## config.mk

```make
export PLATFORM = sky130hd
export DESIGN_NAME = mct_csr
export DESIGN_NICKNAME = d
export VERILOG_FILES = /design/src/sv/mct_pkg.sv /design/src/sv/mct_csr.sv
export SDC_FILE = /design/constraint.sdc
export NUM_CORES = 1
export LEC_CHECK = 0
export BUFFER_PORTS_ARGS = -buffer_cell sky130_fd_sc_hd__buf_2
export CAP_MARGIN = 20
export CORE_MARGIN = 3
export CORE_UTILIZATION = 32
export DETAILED_ROUTE_END_ITERATION = 12
export GPL_ROUTABILITY_DRIVEN = 0
export PLACE_DENSITY = 0.75
export SYNTH_ARGS = -nofsm -noshare
export SYNTH_HDL_FRONTEND = slang
export SYNTH_SLANG_ARGS = --single-unit
```

## constraint.sdc

```tcl
create_clock -name clock -period 1.15 [get_ports clock]
set_clock_uncertainty 0.05 [all_clocks]
set_input_delay 0.0575 -clock clock [delete_from_list [all_inputs] [get_ports clock]]
set_output_delay 0.0575 -clock clock [all_outputs]
set_load 0.01 [all_outputs]
```

## src/sv/mct_pkg.sv

```systemverilog
`default_nettype none

package mct_pkg;

   localparam int FUNC_W     = 2;
   localparam int NODE_ID_W  = 4;
   localparam int VALUE_W    = 32;
   localparam int CNT_REG_W  = 5;
   localparam int CSR_IDX_W  = 2;
   localparam int CSR_DATA_W = 32;

   localparam logic [CSR_IDX_W-1:0] CSR_OWN_NODE   = 2'd0;
   localparam logic [CSR_IDX_W-1:0] CSR_NODE_COUNT = 2'd1;

   localparam logic [NODE_ID_W-1:0] OWN_NODE_RESET   = 4'd0;
   localparam logic [CNT_REG_W-1:0] NODE_COUNT_RESET = 5'd16;

   typedef enum logic [FUNC_W-1:0] {
      FUNC_TICK  = 2'd0,
      FUNC_MERGE = 2'd1,
      FUNC_QUERY = 2'd2,
      FUNC_NONE  = 2'd3
   } func_type;

   typedef enum logic [3:0] {
      OP_NONE,
      OP_CLR,
      OP_LOAD,
      OP_RD_DIAG,
      OP_WR_INC,
      OP_RD_OWN,
      OP_WR_MAX_OWN,
      OP_RD_CELL,
      OP_WR_MAX_CELL,
      OP_SWEEP,
      OP_RESP
   } op_type;

   typedef enum logic [3:0] {
      ST_CLEAR,
      ST_IDLE,
      ST_DISPATCH,
      ST_TICK_RD,
      ST_TICK_WR,
      ST_OWN_RD,
      ST_OWN_WR,
      ST_CELL_RD,
      ST_CELL_WR,
      ST_SWEEP,
      ST_DIAG_RD,
      ST_RESP
   } state_type;

   typedef struct packed {
      func_type func;
      logic     me_ok;
      logic     own_ok;
      logic     cell_ok;
      logic     origin_ok;
      logic     clr_last;
      logic     sweep_last;
   } dp_status_type;

endpackage

`default_nettype wire

```

## src/sv/mct_csr.sv

```systemverilog
`default_nettype none

module mct_csr
   import mct_pkg::*;
#(
   parameter int MAX_NODES = 16,
   parameter int SITE_W    = 5
) (
   input  wire logic                  clock,
   input  wire logic                  reset,
   input  wire logic                  csr_valid,
   output logic                       csr_ready,
   input  wire logic [CSR_IDX_W-1:0]  csr_index,
   input  wire logic [CSR_DATA_W-1:0] csr_data,
   output logic [NODE_ID_W-1:0]       own_node,
   output logic [SITE_W-1:0]          active_n
);

   logic [NODE_ID_W-1:0] own_node_ff;
   logic [CNT_REG_W-1:0] node_count_ff;

   assign csr_ready = 1'b1;

   always_ff @(posedge clock) begin
      if (reset) begin
         own_node_ff   <= OWN_NODE_RESET;
         node_count_ff <= NODE_COUNT_RESET;
      end else if (csr_valid) begin
         unique case (csr_index)
            CSR_OWN_NODE:   own_node_ff   <= csr_data[NODE_ID_W-1:0];
            CSR_NODE_COUNT: node_count_ff <= csr_data[CNT_REG_W-1:0];
            default: ;
         endcase
      end
   end

   // zero sites acts as one, too many acts as the table size
   always_comb begin
      if (node_count_ff == '0) begin
         active_n = SITE_W'(1);
      end else if (SITE_W'(node_count_ff) > SITE_W'(MAX_NODES)) begin
         active_n = SITE_W'(MAX_NODES);
      end else begin
         active_n = SITE_W'(node_count_ff);
      end
   end

   assign own_node = own_node_ff;

endmodule

`default_nettype wire

```

==> results of run 1 <==
layout make-up:
| class | instances | area [µm²] |
|---|---|---|
| inverter | 1 | 3.75 |
| tap | 14 | 17.5 |
| sequential | 9 | 183 |
| fill | 135 | 637 |
| clock buffer | 4 | 26.3 |
| timing repair buffer | 20 | 105 |
| multi-input combinational | 31 | 229 |
synthesized netlist by cell type, drive strengths merged:
master	instances	share of area, %
inv	1	0.85
nand2b	12	17
and3b	1	2.3
dfxtp	9	41
mux2i	9	20
or3b	1	2.0
conb	1	0.85
nor2	2	1.7
clkbuf	2	1.7
or3	1	1.4
a21oi	1	1.1
buf	3	5.4
nor2b	3	4.3
logic make-up (layout without fill, tap and decap cells):
group | count (synthesis) | count (layout) | synth area share, %
and+or+nand+nor | 20 | 20 | 28.7
muxes | 9 | 9 | 20.5
DFF | 9 | 9 | 40.9
buffers and inverters | 6 | 25 | 7.95
AOI/OAI and AO/OA | 1 | 1 | 1.14
other | 1 | 1 | 0.851
per-layer routing:
| layer | vias to the layer above | global-route usage (%) | part of all wire, % |
|---|---|---|---|
| li1 | 184 | - | - |
| met1 | 145 | 9.20 | 46 |
| met2 | 14 | 15.0 | 43 |
| met3 | 2 | 2.97 | 10 |
| met4 | 0 | 5.42 | 0.63 |
| met5 | - | 0 | 0 |
worst max-delay path by stage:
stage	slack, ns	from	cells after the start	end
after floorplan	0.16	node_count_ff[1]	2	active_n[0]
after detailed placement	0.10	node_count_ff[1]	3	active_n[0]
after CTS	-0.16	node_count_ff[3]	3	active_n[0]
final	-0.15	node_count_ff[3]	3	active_n[0]
after global placement	0.1	node_count_ff[1]	3	active_n[0]
after global routing	-0.20	node_count_ff[3]	3	active_n[0]
timing repair:
item	in CTS	in global routing
setup buffers	2	0
gates resized for setup	2	1
endpoints found under the setup margin	1	1
pin swaps	2	0
hold buffers	0	0
state kept, by name, summed over array words and instances (netlist names):
name	flops
node_count_ff	5
own_node	4
stage by stage:
step | instance area [µm²] | hold slack (ns)
finish | 564 | 0.0125
global route | 564 | 0.0192
CTS | 561 | 0.0115
detailed placement | 517 | 0.273
global placement | 517 | 0.265
floorplan | 440 | 0.175
power breakdown:
group	switching (µW)	internal, µW
sequential	6.44	323
clock	111	134
combinational	33.1	41.5
total	150	498
tightest hold or removal path, cell delays in order:
cell and delay [ns]:
buf_2 0.07, nor2_1 0.03, mux2i_1 0.11
==> reports/metrics.yaml, run 1 <==
route:
  drtPass1Iterations: 4
  drcViolationCount: 0
  via_count: 345
  routed_wl_um: 794
  viasPerCell: 4.37
  drt_iter0_markers: 3
  wire_per_inst_um: 10.1
  antenna_left: 0
timing:
  tns_ns: -0.145
  hold_viol_final: 0
  setup_ws_ns: -0.145
  grt_setup_unrepaired: "yes"
  slew_violations: 0
  max_freq_mhz: 772
  fin_crit_sh_pct: 113
  fin_crit_ns: 1.30
  setup_violations: 1
setup_path:
  cp_top_family: "simple AND/OR/NAND/NOR gates"
  rr_startpoint: "node_count_ff[4]"
  crit_chain: "or3_1 -> a21oi_2 -> buf_2"
  cp-end-kind: "primary output"
  crit_buf_inv: 1
  regToRegSetupSlack_ns: 0.43
  arrival_ns: 1.19
  cpPeakStageDelay_ns: 0.37
  r2r-end: "node_count_ff[4]"
  crit_type: "flop to primary output"
  reg2regPathDepth: 2
  cpMaxStageDelayCell: "or3_1"
  start_kind: "flop"
  cp_max_fo: 2
  critPathRequiredTime_ns: 1.04
layout:
  area_growth_syn_to_layout_pct: 28.1
  num_antenna_cells: 0
  instances_no_fill: 79
  layout.nets: 103
  final_layout_size_suffix_gt1_share_pct: 41.5
  final_cell_mix: "buf_2, nand2b_1, mux2i_1"
  final_common_cell: "buf_2"
  fin_util_pct: 47.0
global_route:
  grt_max_degree: 15
  grt_pass1_wl_um: 1240
  grt-ovfl-total: 0
  grt_usage_pct: 8.87
  antenna_found_initial: 0
  grt_pass1_vias: 315
power_and_ir_drop:
  p_leak_uw: 0.000278
  power_density_mw_per_mm2: 1150
  report.power.total_uw: 649
  peakVddDrop_mv: 0.669
yosys:
  synth_nets: 83
  yosys_warnings: 0
  ys_ff_latch: 9
  synth_cell_types: 15
  syn-cell-area_um2: 440
  ys_seq_area_share_pct: 40.9
  synth_cells: 46
  syn_area_per_cell_um2: 9.57
clock_network:
  cts_tree: "built"
  insertion_delay_ns: 0.26
  cts_root_buf: "clkbuf_4"
  cts_buffers: 3
  clock-sinks: 9
  clk_pin_slew_ns: 0.06
  clockBufferDepth: 2
  cts_htree_levels: 1
min_path:
  hold_class: "input port to flop"
  holdCritStartpoint: "csr_data[4]"
  holdPathEnd: "node_count_ff[4]"
  worstHoldPathCells: 3
outcome:
  violations: "negative setup slack"
  status: "finished, violations left"
placement:
  placed_cells: 73
  dp_hpwl_um: 604
  portBuffers: 18
  post-place-ws_ns: 0.102
floorplanning:
  die_x_um: 43.1
  io_pins: 47
  floorplan.initialDensity_pct: 36.7
  dieArea_mm2: 0.00186
  core_mm2: 0.00120
  die_y_um: 43.1
  rows: 12
flow_run:
  maxCapViolCount: 0
(Power assumes the default switching activity.)
==> inputs of run 2 (changes only) <==
Settings changed: SKIP_CTS_REPAIR_TIMING from default to 1.
==> reports/metrics.yaml, run 2 (same netlist as run 1, synthesis figures left out) <==
layout:
  num_antenna_cells: 0  # unchanged
  final_layout_size_suffix_gt1_share_pct: 42.2  # +0.65 points
  area_growth_syn_to_layout_pct: 26.7
  final_cell_mix: "buf_2, nand2b_1, mux2i_1"
  largest_reg_flops: 5  # unchanged
  fill_cells: 134  # -0.74%
  final_common_cell: "buf_2"
  layout.nets: 102  # -0.97%
  multi_input_area_um2: 229  # unchanged
  regMostFlops: "node_count_ff"
  regArea_um2: 184  # +0.68%
  stdcell_area_um2: 558  # -1.1%
outcome:
  violations: "negative setup slack"
  status: "finished, violations left"
global_route:
  grt_usage_pct: 8.44  # -0.43 points
  grt_max_degree: 15  # unchanged
  antenna_found_initial: 0  # unchanged
  grt_pass1_vias: 300  # -4.8%
  grt_pass1_wl_um: 1180  # -5.1%
  grt-ovfl-total: 0  # unchanged
clock_network:
  clockBufferDepth: 2  # unchanged
  cts_htree_levels: 1  # unchanged
  cts_tree: "built"
  cts_buffers: 3  # unchanged
  cts_root_buf: "clkbuf_4"
  insertion_delay_ns: 0.26  # about the same
  clock-sinks: 9  # unchanged
  clk_pin_slew_ns: 0.06  # about the same
route:
  routed_wl_um: 783  # -1.4%
  drcViolationCount: 0  # unchanged
  via_count: 344  # -0.29%
  viasPerCell: 4.41  # +0.99%
  antenna_left: 0  # unchanged
  drt_iter0_markers: 4  # +1
  wire_per_inst_um: 10.0  # -0.12%
  drtPass1Iterations: 3  # -1
timing:
  setup_ws_ns: -0.149  # -0.00388 ns
  fin_crit_sh_pct: 113  # +0.34 points
  hold_viol_final: 0  # unchanged
  grt_setup_unrepaired: "yes"
  fin_crit_ns: 1.30  # +0.00389 ns
  setup_violations: 1  # unchanged
  slew_violations: 0  # unchanged
  max_freq_mhz: 770  # -0.30%
setup_path:
  start_kind: "flop"
  regToRegSetupSlack_ns: 0.43  # about the same
  crit_start: "node_count_ff[3]"
  r2r-end: "node_count_ff[3]"
  reg2regPathDepth: 3  # +1
  critPathRequiredTime_ns: 1.04  # about the same
  crit_type: "flop to primary output"
  cp-end-kind: "primary output"
  rr_startpoint: "node_count_ff[3]"
  crit_end: "active_n[0]"
  cp_max_fo: 2  # unchanged
  arrival_ns: 1.19  # about the same
min_path:
  hold_class: "input port to flop"
flow_run:
  maxCapViolCount: 0  # unchanged
power_and_ir_drop:
  p_switching_uw: 150  # -0.52%
  comb_power_share_pct: 11.2  # -0.3 points
  report.power.total_uw: 647  # -0.29%
  power_switching_share_pct: 23.1  # -0.052 points
  peakVddDrop_mv: 0.669  # about the same
  p_seq_share_pct: 51.1  # +0.3 points
  p_int_uw: 497  # -0.23%
  power_density_mw_per_mm2: 1160  # +0.82%
  p_leak_uw: 0.000273  # -1.8%
  clkPwrFrac_pct: 37.7  # about the same
placement:
  portBuffers: 18  # unchanged
  dp_hpwl_um: 604  # unchanged
  placedInstanceArea_um2: 517  # unchanged
floorplanning:
  floorplan.initialDensity_pct: 36.7  # unchanged
  core_mm2: 0.00120  # unchanged
  die_y_um: 43.1  # unchanged
  io_pins: 47  # unchanged
  dieArea_mm2: 0.00186  # unchanged
  die_x_um: 43.1  # unchanged
  rows: 12  # unchanged
run 2: through the flow:
| step | setup TNS, ns | hold slack, ns | util (%) | cells | setup WS [ns] |
|---|---|---|---|---|---|
| final | -0.149 | 0.0128 | 46.5 | 78 | -0.149 |
| after global routing | -0.199 | 0.0192 | 46.5 | 78 | -0.199 |
| after CTS | -0.191 | 0.0115 | 45.2 | 77 | -0.191 |
| after global placement | 0 | 0.265 | 43.0 | 73 | 0.0998 |
| after floorplan | 0 | 0.175 | - | 46 | 0.160 |
| after detailed placement | 0 | 0.273 | 43.0 | 73 | 0.102 |
run 2: worst min-delay path by stage:
| stage | startpoint | cells after the start | to | slack [ns] |
|---|---|---|---|---|
| final | csr_data[4] | 3 | node_count_ff[4] | 0.01 |
| after global routing | csr_data[4] | 3 | node_count_ff[4] | 0.02 |
| after CTS | csr_data[4] | 3 | node_count_ff[4] | 0.01 |
| after detailed placement | csr_data[4] | 3 | node_count_ff[4] | 0.27 |
| after global placement | csr_data[4] | 3 | node_count_ff[4] | 0.27 |
| after floorplan | csr_data[4] | 2 | node_count_ff[4] | 0.17 |
run 2: cell type report:
class | instances | area share, %
clock buffers | 4 | 4.71
flip-flops and latches | 9 | 33.0
inverters | 1 | 0.673
multi-input cells | 31 | 41.0
well taps | 14 | 3.14
repair buffers | 19 | 17.5
run 2: power by group through the flow:
stage                     clock [µW]  sequential (µW)  combinational, µW
final                            244              330               72.7
after global routing             270              331               79.6
after CTS                        253              330               70.9
after detailed placement           0              337               70.3
after global placement             0              336               69.3
after floorplan                    0              338               47.6
run 2: per-layer routing:
| layer | track usage (%) | vias to the layer above | wire length [µm] |
|---|---|---|---|
| met4 | 5.42 | 0 | 5 |
| li1 | - | 182 | - |
| met3 | 2.97 | 2 | 81 |
| met5 | 0 | - | 0 |
| met2 | 13.9 | 14 | 336 |
| met1 | 8.96 | 146 | 360 |
run 2: worst max-delay path: stages, from the launching register on:
cell	delay, ns
dfxtp_2	0.32
or3_1	0.38
a21oi_2	0.11
buf_2	0.13
