===== src/sv/mct_pkg.sv =====
`default_nettype none

package mct_pkg;

   localparam int FUNC_W     = 2;
   localparam int NODE_ID_W  = 4;
   localparam int VALUE_W    = 32;
   localparam int CNT_REG_W  = 5;
   localparam int CSR_IDX_W  = 2;
   localparam int CSR_DATA_W = 32;

   localparam logic [CSR_IDX_W-1:0] CSR_OWN_NODE   = 2'd0;
   localparam logic [CSR_IDX_W-1:0] CSR_NODE_COUNT = 2'd1;

   localparam logic [NODE_ID_W-1:0] OWN_NODE_RESET   = 4'd0;
   localparam logic [CNT_REG_W-1:0] NODE_COUNT_RESET = 5'd16;

   typedef enum logic [FUNC_W-1:0] {
      FUNC_TICK  = 2'd0,
      FUNC_MERGE = 2'd1,
      FUNC_QUERY = 2'd2,
      FUNC_NONE  = 2'd3
   } func_type;

   typedef enum logic [3:0] {
      OP_NONE,
      OP_CLR,
      OP_LOAD,
      OP_RD_DIAG,
      OP_WR_INC,
      OP_RD_OWN,
      OP_WR_MAX_OWN,
      OP_RD_CELL,
      OP_WR_MAX_CELL,
      OP_SWEEP,
      OP_RESP
   } op_type;

   typedef enum logic [3:0] {
      ST_CLEAR,
      ST_IDLE,
      ST_DISPATCH,
      ST_TICK_RD,
      ST_TICK_WR,
      ST_OWN_RD,
      ST_OWN_WR,
      ST_CELL_RD,
      ST_CELL_WR,
      ST_SWEEP,
      ST_DIAG_RD,
      ST_RESP
   } state_type;

   typedef struct packed {
      func_type func;
      logic     me_ok;
      logic     own_ok;
      logic     cell_ok;
      logic     origin_ok;
      logic     clr_last;
      logic     sweep_last;
   } dp_status_type;

endpackage

`default_nettype wire


===== src/sv/mct_ctrl.sv =====
`default_nettype none

module mct_ctrl
   import mct_pkg::*;
(
   input  wire logic          clock,
   input  wire logic          reset,
   input  wire logic          start,
   output logic               busy,
   input  wire dp_status_type status,
   output op_type             op
);

   state_type state_ff;
   state_type state_in;

   always_ff @(posedge clock) begin
      if (reset) begin
         state_ff <= ST_CLEAR;
      end else begin
         state_ff <= state_in;
      end
   end

   always_comb begin
      state_in = state_ff;
      unique case (state_ff)
         ST_CLEAR: begin
            if (status.clr_last) state_in = ST_IDLE;
         end
         ST_IDLE: begin
            if (start) state_in = ST_DISPATCH;
         end
         ST_DISPATCH: begin
            unique case (status.func)
               FUNC_TICK:  state_in = status.me_ok ? ST_TICK_RD : ST_DIAG_RD;
               FUNC_MERGE: begin
                  if (status.own_ok) begin
                     state_in = ST_OWN_RD;
                  end else if (status.cell_ok) begin
                     state_in = ST_CELL_RD;
                  end else begin
                     state_in = ST_DIAG_RD;
                  end
               end
               FUNC_QUERY: state_in = status.origin_ok ? ST_SWEEP : ST_DIAG_RD;
               default:    state_in = ST_DIAG_RD;
            endcase
         end
         ST_TICK_RD: state_in = ST_TICK_WR;
         ST_TICK_WR: state_in = ST_DIAG_RD;
         ST_OWN_RD:  state_in = ST_OWN_WR;
         // own row update implies the addressed element is active too
         ST_OWN_WR:  state_in = ST_CELL_RD;
         ST_CELL_RD: state_in = ST_CELL_WR;
         ST_CELL_WR: state_in = ST_DIAG_RD;
         ST_SWEEP: begin
            if (status.sweep_last) state_in = ST_DIAG_RD;
         end
         ST_DIAG_RD: state_in = ST_RESP;
         ST_RESP:    state_in = ST_IDLE;
         default:    state_in = ST_CLEAR;
      endcase
   end

   always_comb begin
      op = OP_NONE;
      unique case (state_ff)
         ST_CLEAR:    op = OP_CLR;
         ST_IDLE:     op = start ? OP_LOAD : OP_NONE;
         ST_DISPATCH: op = OP_NONE;
         ST_TICK_RD:  op = OP_RD_DIAG;
         ST_TICK_WR:  op = OP_WR_INC;
         ST_OWN_RD:   op = OP_RD_OWN;
         ST_OWN_WR:   op = OP_WR_MAX_OWN;
         ST_CELL_RD:  op = OP_RD_CELL;
         ST_CELL_WR:  op = OP_WR_MAX_CELL;
         ST_SWEEP:    op = OP_SWEEP;
         ST_DIAG_RD:  op = OP_RD_DIAG;
         ST_RESP:     op = OP_RESP;
         default:     op = OP_NONE;
      endcase
   end

   assign busy = (state_ff != ST_IDLE);

endmodule

`default_nettype wire


===== config.mk =====
export PLATFORM = sky130hd
export DESIGN_NAME = mct_ctrl
export DESIGN_NICKNAME = d
export VERILOG_FILES = /design/src/sv/mct_pkg.sv /design/src/sv/mct_ctrl.sv
export SDC_FILE = /design/constraint.sdc
export NUM_CORES = 1
export LEC_CHECK = 0
export BUFFER_PORTS_ARGS = -buffer_cell sky130_fd_sc_hd__clkbuf_2
export CAP_MARGIN = 20
export CORE_UTILIZATION = 30
export DETAILED_ROUTE_END_ITERATION = 8
export PLACE_DENSITY_LB_ADDON = 0.2
export SYNTH_ARGS = -nofsm -noshare
export SYNTH_HDL_FRONTEND = slang
export SYNTH_SLANG_ARGS = --single-unit

===== constraint.sdc =====
create_clock -name clock -period 1.95 [get_ports clock]
set_input_delay 0.195 -clock clock [delete_from_list [all_inputs] [get_ports clock]]
set_output_delay 0.195 -clock clock [all_outputs]
set_load 0.01 [all_outputs]

==> summary.md, run 1 <==
| Metric | Value |
|---|---|
| Outcome | `finished clean` |
| Initial cell density of the core | `32.7%` |
| PwrDens | `1040 mW/mm^2` |
| CTS Buf Count | `3` |
| Crit-path max FO | `13` |
| Critical path's slowest cell | `dfxtp_1` |
| CP required | `1750 ps` |
| Syn Nets | `69` |
| Area grow syn2layout | `15.4%` |
| Initial antenna violation count | `0` |
| Post-CTS Resized | `0` |
| Peak supply drop | `0.317 mV` |
| Largest net degree at the start of global routing | `15` |
| Async set-reset flop share out of synthesis | `0%` |
| Syn_area_per_cell | `7.42 sq um` |
| CTS H-tree depth | `1` |
| CTS root buffer | `clkbuf_4` |
| Fin crit period | `1630 ps` |
| Static leakage | `0.204 nW` |
| Post-DRT Antenna Nets | `0` |
| Cell count after placement | `84` |
| Grt total ovfl | `0` |
| IO Port Bufs | `15` |
| RSZ-0062 raised after global routing | `false` |
| Library cells used by synthesis | `26` |
| Hold Crit Depth | `2` |
| Global-route wire length before repair | `1.67 mm` |
| Fin cells | `87` |
| Area of the core | `0.00132 sq mm` |
| Critical Path Start Type | `register` |
| Clock tree sinks | `4` |
| Leading cell types in the layout, fill and taps excluded | `clkbuf_2 (15), nor2_1 (10), a21oi_1 (5)` |
| Number of synthesized register bits | `4` |
| Crit-path cells | `xor2_1 > a21oi_1 > o21ai_0 > clkbuf_2` |
| Post CTS Setup Buffer Count | `0` |
| Io pins | `16` |
| CP peak stage delay | `570 ps` |
| Via density | `5.51` |
| Detailed Place HPWL | `745 um` |
| Hold_ws | `178 ps` |
| FF-to-FF path depth | `4` |
| Top Registers | `state_ff x4` |
| Clock transition at the registers of the reported paths | `40 ps` |
| Register area share after synthesis | `18.6%` |
| TritonCTS clock tree | `done` |
| Least-Margin Pin Slew | `497 ps` |
| Ys flop type | `dfxtp_1` |
| EDFF count, synth | `0` |
| Die Y | `39.9 um` |
| Total iterations of the first detailed-routing run | `4` |
| Filler cell count in the final layout | `148` |
| Worst-skew pair later-pin latency | `230 ps` |
| Synth Cell Area | `430 sq um` |
| Final Max Tran Viols | `0` |
| Total number of vias | `479` |
| Total track usage | `15.8%` |
| DRC violations left | `0` |
| Site Rows | `13` |
| Hold_buf cts | `0` |
| Ant. Diodes | `0` |
| Max_slew headroom | `66.8%` |
| DRT iter0 DRCs | `9` |
| Commonest non-fill, non-tap cell in the layout | `clkbuf_2` |
| Fin nets | `85` |
| CP endpoint kind | `primary output` |
| Synthesis Warnings | `0` |
| Dpl cell area | `474 sq um` |
| CP arrival | `1440 ps` |
| WS Path Type | `reg -> out` |
| Share of layout cells above drive strength 1 | `31.9%` |
| Setup TNS | `0 ps` |
| Final worst setup slack | `318 ps` |
| Fin area | `497 sq um` |
| Worst Skew | `3.63 ps` |
| Max reg flops | `4` |
| Synth Instances | `58` |
| Dpl ws | `582 ps` |
| Largest Register | `state_ff` |
| Finish-stage setup viols | `0` |
| Fmax | `613 MHz` |
| Final core occ | `37.7%` |
| Hold Violations, Final | `0` |
| Die area | `0.00159 sq mm` |
| RePlAce Congestion | `0.810` |
| Tot Pwr | `0.519 mW` |
| DR WL/cell | `11.4 um` |
| Worst hold path type | `in -> reg` |
| Die Wd | `39.9 um` |
| Total wire length | `995 um` |
| Vias in the first global route | `438` |
| Max-Cap Viols | `0` |
| Final period utilization | `83.7%` |
| Largest buffer count on any clock path | `2` |
where the power goes:
part           switching, mW  total (mW)  internal, mW  leakage (nW)
clock                 0.0329       0.102        0.0688        0.0138
sequential            0.0644       0.167         0.102        0.0327
combinational          0.137       0.250         0.114         0.158
worst paths after layout:
| check | from | slack (ps) | to |
|---|---|---|---|
| max | state_ff[0] | 320 | op[0] |
| min | reset | 180 | state_ff[2] |
| max reg2reg | state_ff[3] | 600 | state_ff[1] |
| min reg2reg | state_ff[2] | 650 | state_ff[2] |
Yosys cell counts, types with 2 or more instances:
library cell	instances	share of area (%)
a21oi_1	5	5.8
a221oi_1	2	4.1
buf_6	2	5.2
clkbuf_8	2	6.4
dfxtp_1	4	19
inv_1	2	1.7
mux2i_1	2	4.7
nand2_1	4	3.5
nand2b_1	2	2.9
nand3b_1	2	3.5
nor2_1	10	8.7
nor3_1	2	2.3
o211ai_1	4	7.0
o21ai_0	3	3.5
per-layer routing:
layer	GRT usage, %	up-vias	wire (um)
met1	19.1	215	481
met2	25.4	18	447
met5	0	-	0
met3	3.41	2	51
met4	8.62	0	13
li1	-	244	-
critical path, delay by kind of cell (launching register included):
kind,cells,cell delay (ps)
AO/OA/AOI/OAI,2,250
buffers and inverters,1,150
flip-flops,1,570
XOR/XNOR,1,220
layout make-up:
| type | count | area, sq um | share of cell area [%] |
|---|---|---|---|
| Inverter | 3 | 11.3 | 2.27 |
| Clock buffer | 3 | 22.5 | 4.53 |
| Tap cell | 15 | 18.8 | 3.78 |
| Timing Repair Buffer | 15 | 75.1 | 15.1 |
| Multi-Input combinational cell | 47 | 289 | 58.2 |
| Sequential cell | 4 | 80.1 | 16.1 |
logic make-up after synthesis:
family | count (synthesis) | share of synthesized area (%)
compound gates | 18 | 29.7
xor+xnor | 1 | 2.04
buf+inv | 7 | 14.2
flops | 4 | 18.6
mux | 2 | 4.65
simple gates | 26 | 30.8
Note: power is estimated with default switching activity, not from simulation.
==> inputs of run 2 (changes only) <==
==> constraint.sdc (replaced) <==
create_clock -name clock -period 1.7 [get_ports clock]
set_input_delay 0.17 -clock clock [delete_from_list [all_inputs] [get_ports clock]]
set_output_delay 0.17 -clock clock [all_outputs]
set_load 0.01 [all_outputs]
==> run 2 against run 1 <==
First-iteration DRC count is the same. Cell area increased by 0.25%. Global-route usage unchanged. Clock skew stayed put. Via count stayed put. Setup slack worse by 150 ps. Power is 15% higher. Register-to-register slack got worse by 250 ps. Worst hold slack worse by 25 ps. Critical path depth unchanged. Sequential power up 16%. Critical path type unchanged.
==> summary.md, run 2 (synthesis gave the netlist of run 1 again) <==
| Metric | Value |
|---|---|
| Outcome | `finished clean` |
| Dpl ws | `357 ps (-225 ps)` |
| Total track usage | `15.8% (unchanged)` |
| Area grow syn2layout | `15.7%` |
| CP endpoint kind | `primary output` |
| Share of layout cells above drive strength 1 | `33.3% (+1.4 points)` |
| Peak supply drop | `0.366 mV (+16%)` |
| CTS H-tree depth | `1 (unchanged)` |
| Static leakage | `0.205 nW (+0.13%)` |
| Filler cell count in the final layout | `149 (+0.68%)` |
| Worst hold path type | `in -> reg` |
| Site Rows | `13 (unchanged)` |
| Total wire length | `995 um (unchanged)` |
| Clock transition at the registers of the reported paths | `40 ps (about the same)` |
| Max-Cap Viols | `0 (unchanged)` |
| CP required | `1530 ps (-220 ps)` |
| RSZ-0062 raised after global routing | `false` |
| Fin nets | `85 (unchanged)` |
| Die Y | `39.9 um (unchanged)` |
| Largest net degree at the start of global routing | `15 (unchanged)` |
| Vias in the first global route | `438 (unchanged)` |
| Max_slew headroom | `66.8% (unchanged)` |
| Total number of vias | `479 (unchanged)` |
| Leading cell types in the layout, fill and taps excluded | `clkbuf_2 (15), nor2_1 (10), a21oi_1 (5)` |
| FF-to-FF path depth | `4 (unchanged)` |
| IO Port Bufs | `15 (unchanged)` |
| TritonCTS clock tree | `done` |
| Finish-stage setup viols | `0 (unchanged)` |
| Clock tree sinks | `4 (unchanged)` |
| Fmax | `653 MHz` |
| WS Path Type | `reg -> out` |
| Grt total ovfl | `0 (unchanged)` |
| Dpl cell area | `474 sq um (unchanged)` |
| Via density | `5.51 (unchanged)` |
| Die Wd | `39.9 um (unchanged)` |
| Io pins | `16 (unchanged)` |
| CP peak stage delay | `510 ps (-60 ps)` |
| DRC violations left | `0 (unchanged)` |
| Fin crit period | `1530 ps` |
| Commonest non-fill, non-tap cell in the layout | `clkbuf_2` |
| Total iterations of the first detailed-routing run | `4 (unchanged)` |
| Detailed Place HPWL | `745 um (unchanged)` |
| PwrDens | `1200 mW/mm^2 (+15%)` |
| DRT iter0 DRCs | `9 (unchanged)` |
| Ant. Diodes | `0 (unchanged)` |
| CTS Buf Count | `3 (unchanged)` |
| Area occupied by multi-input gates | `289 sq um (unchanged)` |
| Critical Path Start Type | `register` |
| Post-DRT Antenna Nets | `0 (unchanged)` |
| Initial cell density of the core | `32.7% (unchanged)` |
| Critical path's slowest cell | `dfxtp_1` |
| Global-route wire length before repair | `1.67 mm (unchanged)` |
| Final period utilization | `90.1%` |
| Hold Crit Depth | `2 (unchanged)` |
| Max reg flops | `4 (unchanged)` |
| Final worst setup slack | `168 ps (-149 ps)` |
| CP arrival | `1360 ps (-80 ps)` |
| DR WL/cell | `11.4 um (unchanged)` |
| Worst Skew | `3.63 ps (unchanged)` |
| Crit-path cells | `xor2_1 > a21oi_1 > o21ai_0 > clkbuf_2` |
| Hold Violations, Final | `0 (unchanged)` |
| Die area | `0.00159 sq mm (unchanged)` |
| Least-Margin Pin Slew | `497 ps (unchanged)` |
| RePlAce Congestion | `0.810 (about the same)` |
| Setup TNS | `0 ps (unchanged)` |
| Largest buffer count on any clock path | `2 (unchanged)` |
| Initial antenna violation count | `0 (unchanged)` |
| Fin area | `498 sq um (+0.25%)` |
| CTS root buffer | `clkbuf_4` |
| Top Registers | `state_ff x4` |
| Crit-path max FO | `9 (-4)` |
| Final Max Tran Viols | `0 (unchanged)` |
| Largest Register | `state_ff` |
| Area of the core | `0.00132 sq mm (unchanged)` |
| Worst-skew pair later-pin latency | `230 ps (about the same)` |
| FF+latch area | `81.3 sq um (+1.6%)` |
run 2: changes by cell type in the layout (fill, tap and decap cells not counted):
cell and delta:
dfxtp_1 -1, dfxtp_2 +1
run 2: worst max-delay path: cells and delay by family (launching register included):
family | cells | cell delay, ps
AO/OA/AOI/OAI | 2 | 250
flip-flops | 1 | 510
buffers and inverters | 1 | 150
XOR/XNOR | 1 | 220
run 2: area by class of cell:
cell class	count	area share, %
tap	15	3.77
sequential	4	16.3
multi-input combinational	47	58.0
clock buffer	3	4.52
inverter	3	2.26
timing repair buffer	15	15.1
run 2: path summary, 6_finish.rpt:
path               start          end  slack [ps]
max          state_ff[1]        op[0]         170
min                reset  state_ff[2]         150
max reg2reg  state_ff[3]  state_ff[1]         350
min reg2reg  state_ff[2]  state_ff[2]         650
run 2: stage by stage:
stage / hold WS, ps / cells / power (mW) / utilization, %
after global routing: 172 / 87 / 0.656 / 37.8
after detailed placement: 392 / 84 / 0.478 / 36.0
after CTS: 151 / 87 / 0.597 / 37.7
final: 153 / 87 / 0.597 / 37.8
after global placement: 391 / 84 / 0.475 / 36.0
after floorplan: 246 / 58 / 0.430 / -
run 2: repair_timing:
action	CTS	global route
resized for setup	0	1
hold buffers	0	0
setup buffers	0	0
setup endpoints to repair	0	2
run 2: metal layers:
layer / vias up / part of all wire [%] / global-route usage (%)
li1: 244 / - / -
met1: 215 / 48 / 19.1
met2: 18 / 45 / 25.4
met3: 2 / 5.1 / 3.41
met4: 0 / 1.3 / 8.62
met5: - / 0 / 0
run 2: power breakdown:
part	leakage (nW)	internal (mW)	total [mW]	switching [mW]
Sequential	0.0330	0.119	0.193	0.0739
Combinational	0.158	0.131	0.287	0.157
Clock	0.0138	0.0789	0.117	0.0377
==> inputs of run 3 (changes only) <==
--- a/config.mk
+++ b/config.mk
@@ -7,6 +7,8 @@
 export LEC_CHECK = 0
 export BUFFER_PORTS_ARGS = -buffer_cell sky130_fd_sc_hd__clkbuf_2
 export CAP_MARGIN = 20
+export CELL_PAD_IN_SITES_DETAIL_PLACEMENT = 0
+export CELL_PAD_IN_SITES_GLOBAL_PLACEMENT = 1
 export CORE_UTILIZATION = 30
 export DETAILED_ROUTE_END_ITERATION = 8
 export PLACE_DENSITY_LB_ADDON = 0.2
==> run 3 against run 2 <==
Non-clock buffer count is the same. Power grew 0.18%. Worst hold slack improved by 1.6 ps. First-iteration DRC count rose by 56%. Global-route usage fell by 0.93 points. Clock-buffer cell count stayed put. Die area did not move. Sequential cell count stayed put. Setup slack worse by 13 ps. Highest routed layer is now met3.
==> summary.md, run 3 (synthesis gave the netlist of run 1 again) <==
| Metric | Value |
|---|---|
| RSZ-0062 raised after global routing | `false` |
| Area grow syn2layout | `15.7% (unchanged)` |
| Worst-skew pair later-pin latency | `230 ps (about the same)` |
| Least-Margin Pin Slew | `486 ps (-10.6 ps)` |
| Internal power | `0.329 mW (about the same)` |
| Io pins | `16 (unchanged)` |
| Clock transition at the registers of the reported paths | `40 ps (about the same)` |
| CTS root buffer | `clkbuf_4` |
| Share of layout cells above drive strength 1 | `33.3% (unchanged)` |
| Sw Pwr | `0.270 mW (+0.46%)` |
| CTS Buf Count | `3 (unchanged)` |
| Filler cell count in the final layout | `150 (+0.67%)` |
| Clk pwr share | `19.1% (-0.4 points)` |
| CP arrival | `1370 ps (about the same)` |
| Largest buffer count on any clock path | `2 (unchanged)` |
| FF+latch area | `81.3 sq um (unchanged)` |
| PwrDens | `1200 mW/mm^2 (+0.18%)` |
| Tot Pwr | `0.598 mW (+0.18%)` |
| Total number of vias | `483 (+0.84%)` |
| Fin nets | `85 (unchanged)` |
| CTS H-tree depth | `1 (unchanged)` |
| DRT iter0 DRCs | `14 (+5)` |
| Die Y | `39.9 um (unchanged)` |
| IO Port Bufs | `15 (unchanged)` |
| Critical Path Start Type | `register` |
| Fin crit period | `1540 ps (+12.9 ps)` |
| Final period utilization | `90.9% (+0.76 points)` |
| Total track usage | `14.9% (-0.93 points)` |
| Die Wd | `39.9 um (unchanged)` |
| Total iterations of the first detailed-routing run | `4 (unchanged)` |
| WS Path Type | `reg -> out` |
| Largest net degree at the start of global routing | `15 (unchanged)` |
| Leading cell types in the layout, fill and taps excluded | `clkbuf_2 (15), nor2_1 (10), a21oi_1 (5)` |
| Static leakage | `0.205 nW (unchanged)` |
| Gate power share | `48.2% (about the same)` |
| Finish-stage setup viols | `0 (unchanged)` |
| RePlAce Congestion | `0.787 (-2.8%)` |
| Fmax | `647 MHz (-0.84%)` |
| Die area | `0.00159 sq mm (unchanged)` |
| Outcome | `finished clean` |
| DRC violations left | `0 (unchanged)` |
| Initial antenna violation count | `0 (unchanged)` |
| Worst hold path type | `in -> reg` |
| Worst Skew | `1.10 ps (-2.52 ps)` |
| Commonest non-fill, non-tap cell in the layout | `clkbuf_2` |
| DR WL/cell | `12.1 um (+5.7%)` |
| Final Max Tran Viols | `0 (unchanged)` |
| Sequential fraction of design power | `32.7% (+0.3 points)` |
| Max reg flops | `4 (unchanged)` |
| Detailed Place HPWL | `816 um (+9.4%)` |
| Hold_buf cts | `0 (unchanged)` |
| TritonCTS clock tree | `done` |
| Post-CTS Resized | `0 (unchanged)` |
| Site Rows | `13 (unchanged)` |
| Area occupied by multi-input gates | `289 sq um (unchanged)` |
| Peak supply drop | `0.389 mV (+6.1%)` |
| Hold Violations, Final | `0 (unchanged)` |
| Grt total ovfl | `0 (unchanged)` |
| CP required | `1530 ps (about the same)` |
| Initial cell density of the core | `32.7% (unchanged)` |
| Total wire length | `1.05 mm (+5.7%)` |
| Largest Register | `state_ff` |
| CP endpoint kind | `primary output` |
| Global-route wire length before repair | `1.68 mm (+0.42%)` |
| Max_slew headroom | `67.6% (+0.71 points)` |
| Area of the core | `0.00132 sq mm (unchanged)` |
| Clock tree sinks | `4 (unchanged)` |
| Ant. Diodes | `0 (unchanged)` |
| Via density | `5.55 (+0.84%)` |
| Post-DRT Antenna Nets | `0 (unchanged)` |
| Top Registers | `state_ff x4` |
| Setup TNS | `0 ps (unchanged)` |
| Vias in the first global route | `429 (-2.1%)` |
| Max-Cap Viols | `0 (unchanged)` |
| Post CTS Setup Buffer Count | `0 (unchanged)` |
| Switching Share | `45.0% (+0.12 points)` |
| Crit-path max FO | `9 (unchanged)` |
## run 3: cell counts in the layout (fill, tap and decap cells not counted)
Identical to the previous run, type by type.
## run 3: layout make-up
type / instances / share of cell area (%)
timing repair buffer: 15 / 15.1
inverter: 3 / 2.26
multi-input combinational: 47 / 58.0
tap: 15 / 3.77
clock buffer: 3 / 4.52
sequential: 4 / 16.3
## run 3: critical path, stage by stage (launching register included)
cell and delay [ps]:
dfxtp_1 510, xor2_1 230, a21oi_1 90, o21ai_0 160, clkbuf_2 150
## run 3: worst paths after layout
check,startpoint,end,slack (ps),depth (start not counted)
hold reg to reg,state_ff[2],state_ff[2],650,2
setup reg to reg,state_ff[1],state_ff[1],410,4
setup / recovery,state_ff[1],op[0],160,4
hold / removal,reset,state_ff[2],150,2
## run 3: routing by layer
metal / track usage (%) / wire [um]
met1: 19.1 / 529
met4: 2.59 / 0
met2: 27.0 / 479
met3: 0.568 / 43
met5: 0 / 0
## run 3: power by group through the flow
| stage | sequential [mW] | combinational (mW) | clock [mW] |
|---|---|---|---|
| CTS | 0.191 | 0.291 | 0.117 |
| detailed placement | 0.193 | 0.289 | 0 |
| floorplan | 0.134 | 0.296 | 0 |
| global placement | 0.194 | 0.290 | 0 |
| global route | 0.202 | 0.327 | 0.126 |
| finish | 0.196 | 0.288 | 0.115 |
## run 3: through the flow
stage               hold slack, ps  utilization, %  cell area [sq um]  worst slack [ps]  instances
floorplan                      246               -                430               502         58
global placement               396            36.0                474               337         84
detailed placement             393            36.0                474               329         84
CTS                            153            37.7                497              80.1         87
global route                   164            37.8                498              21.8         87
finish                         154            37.8                498               156         87
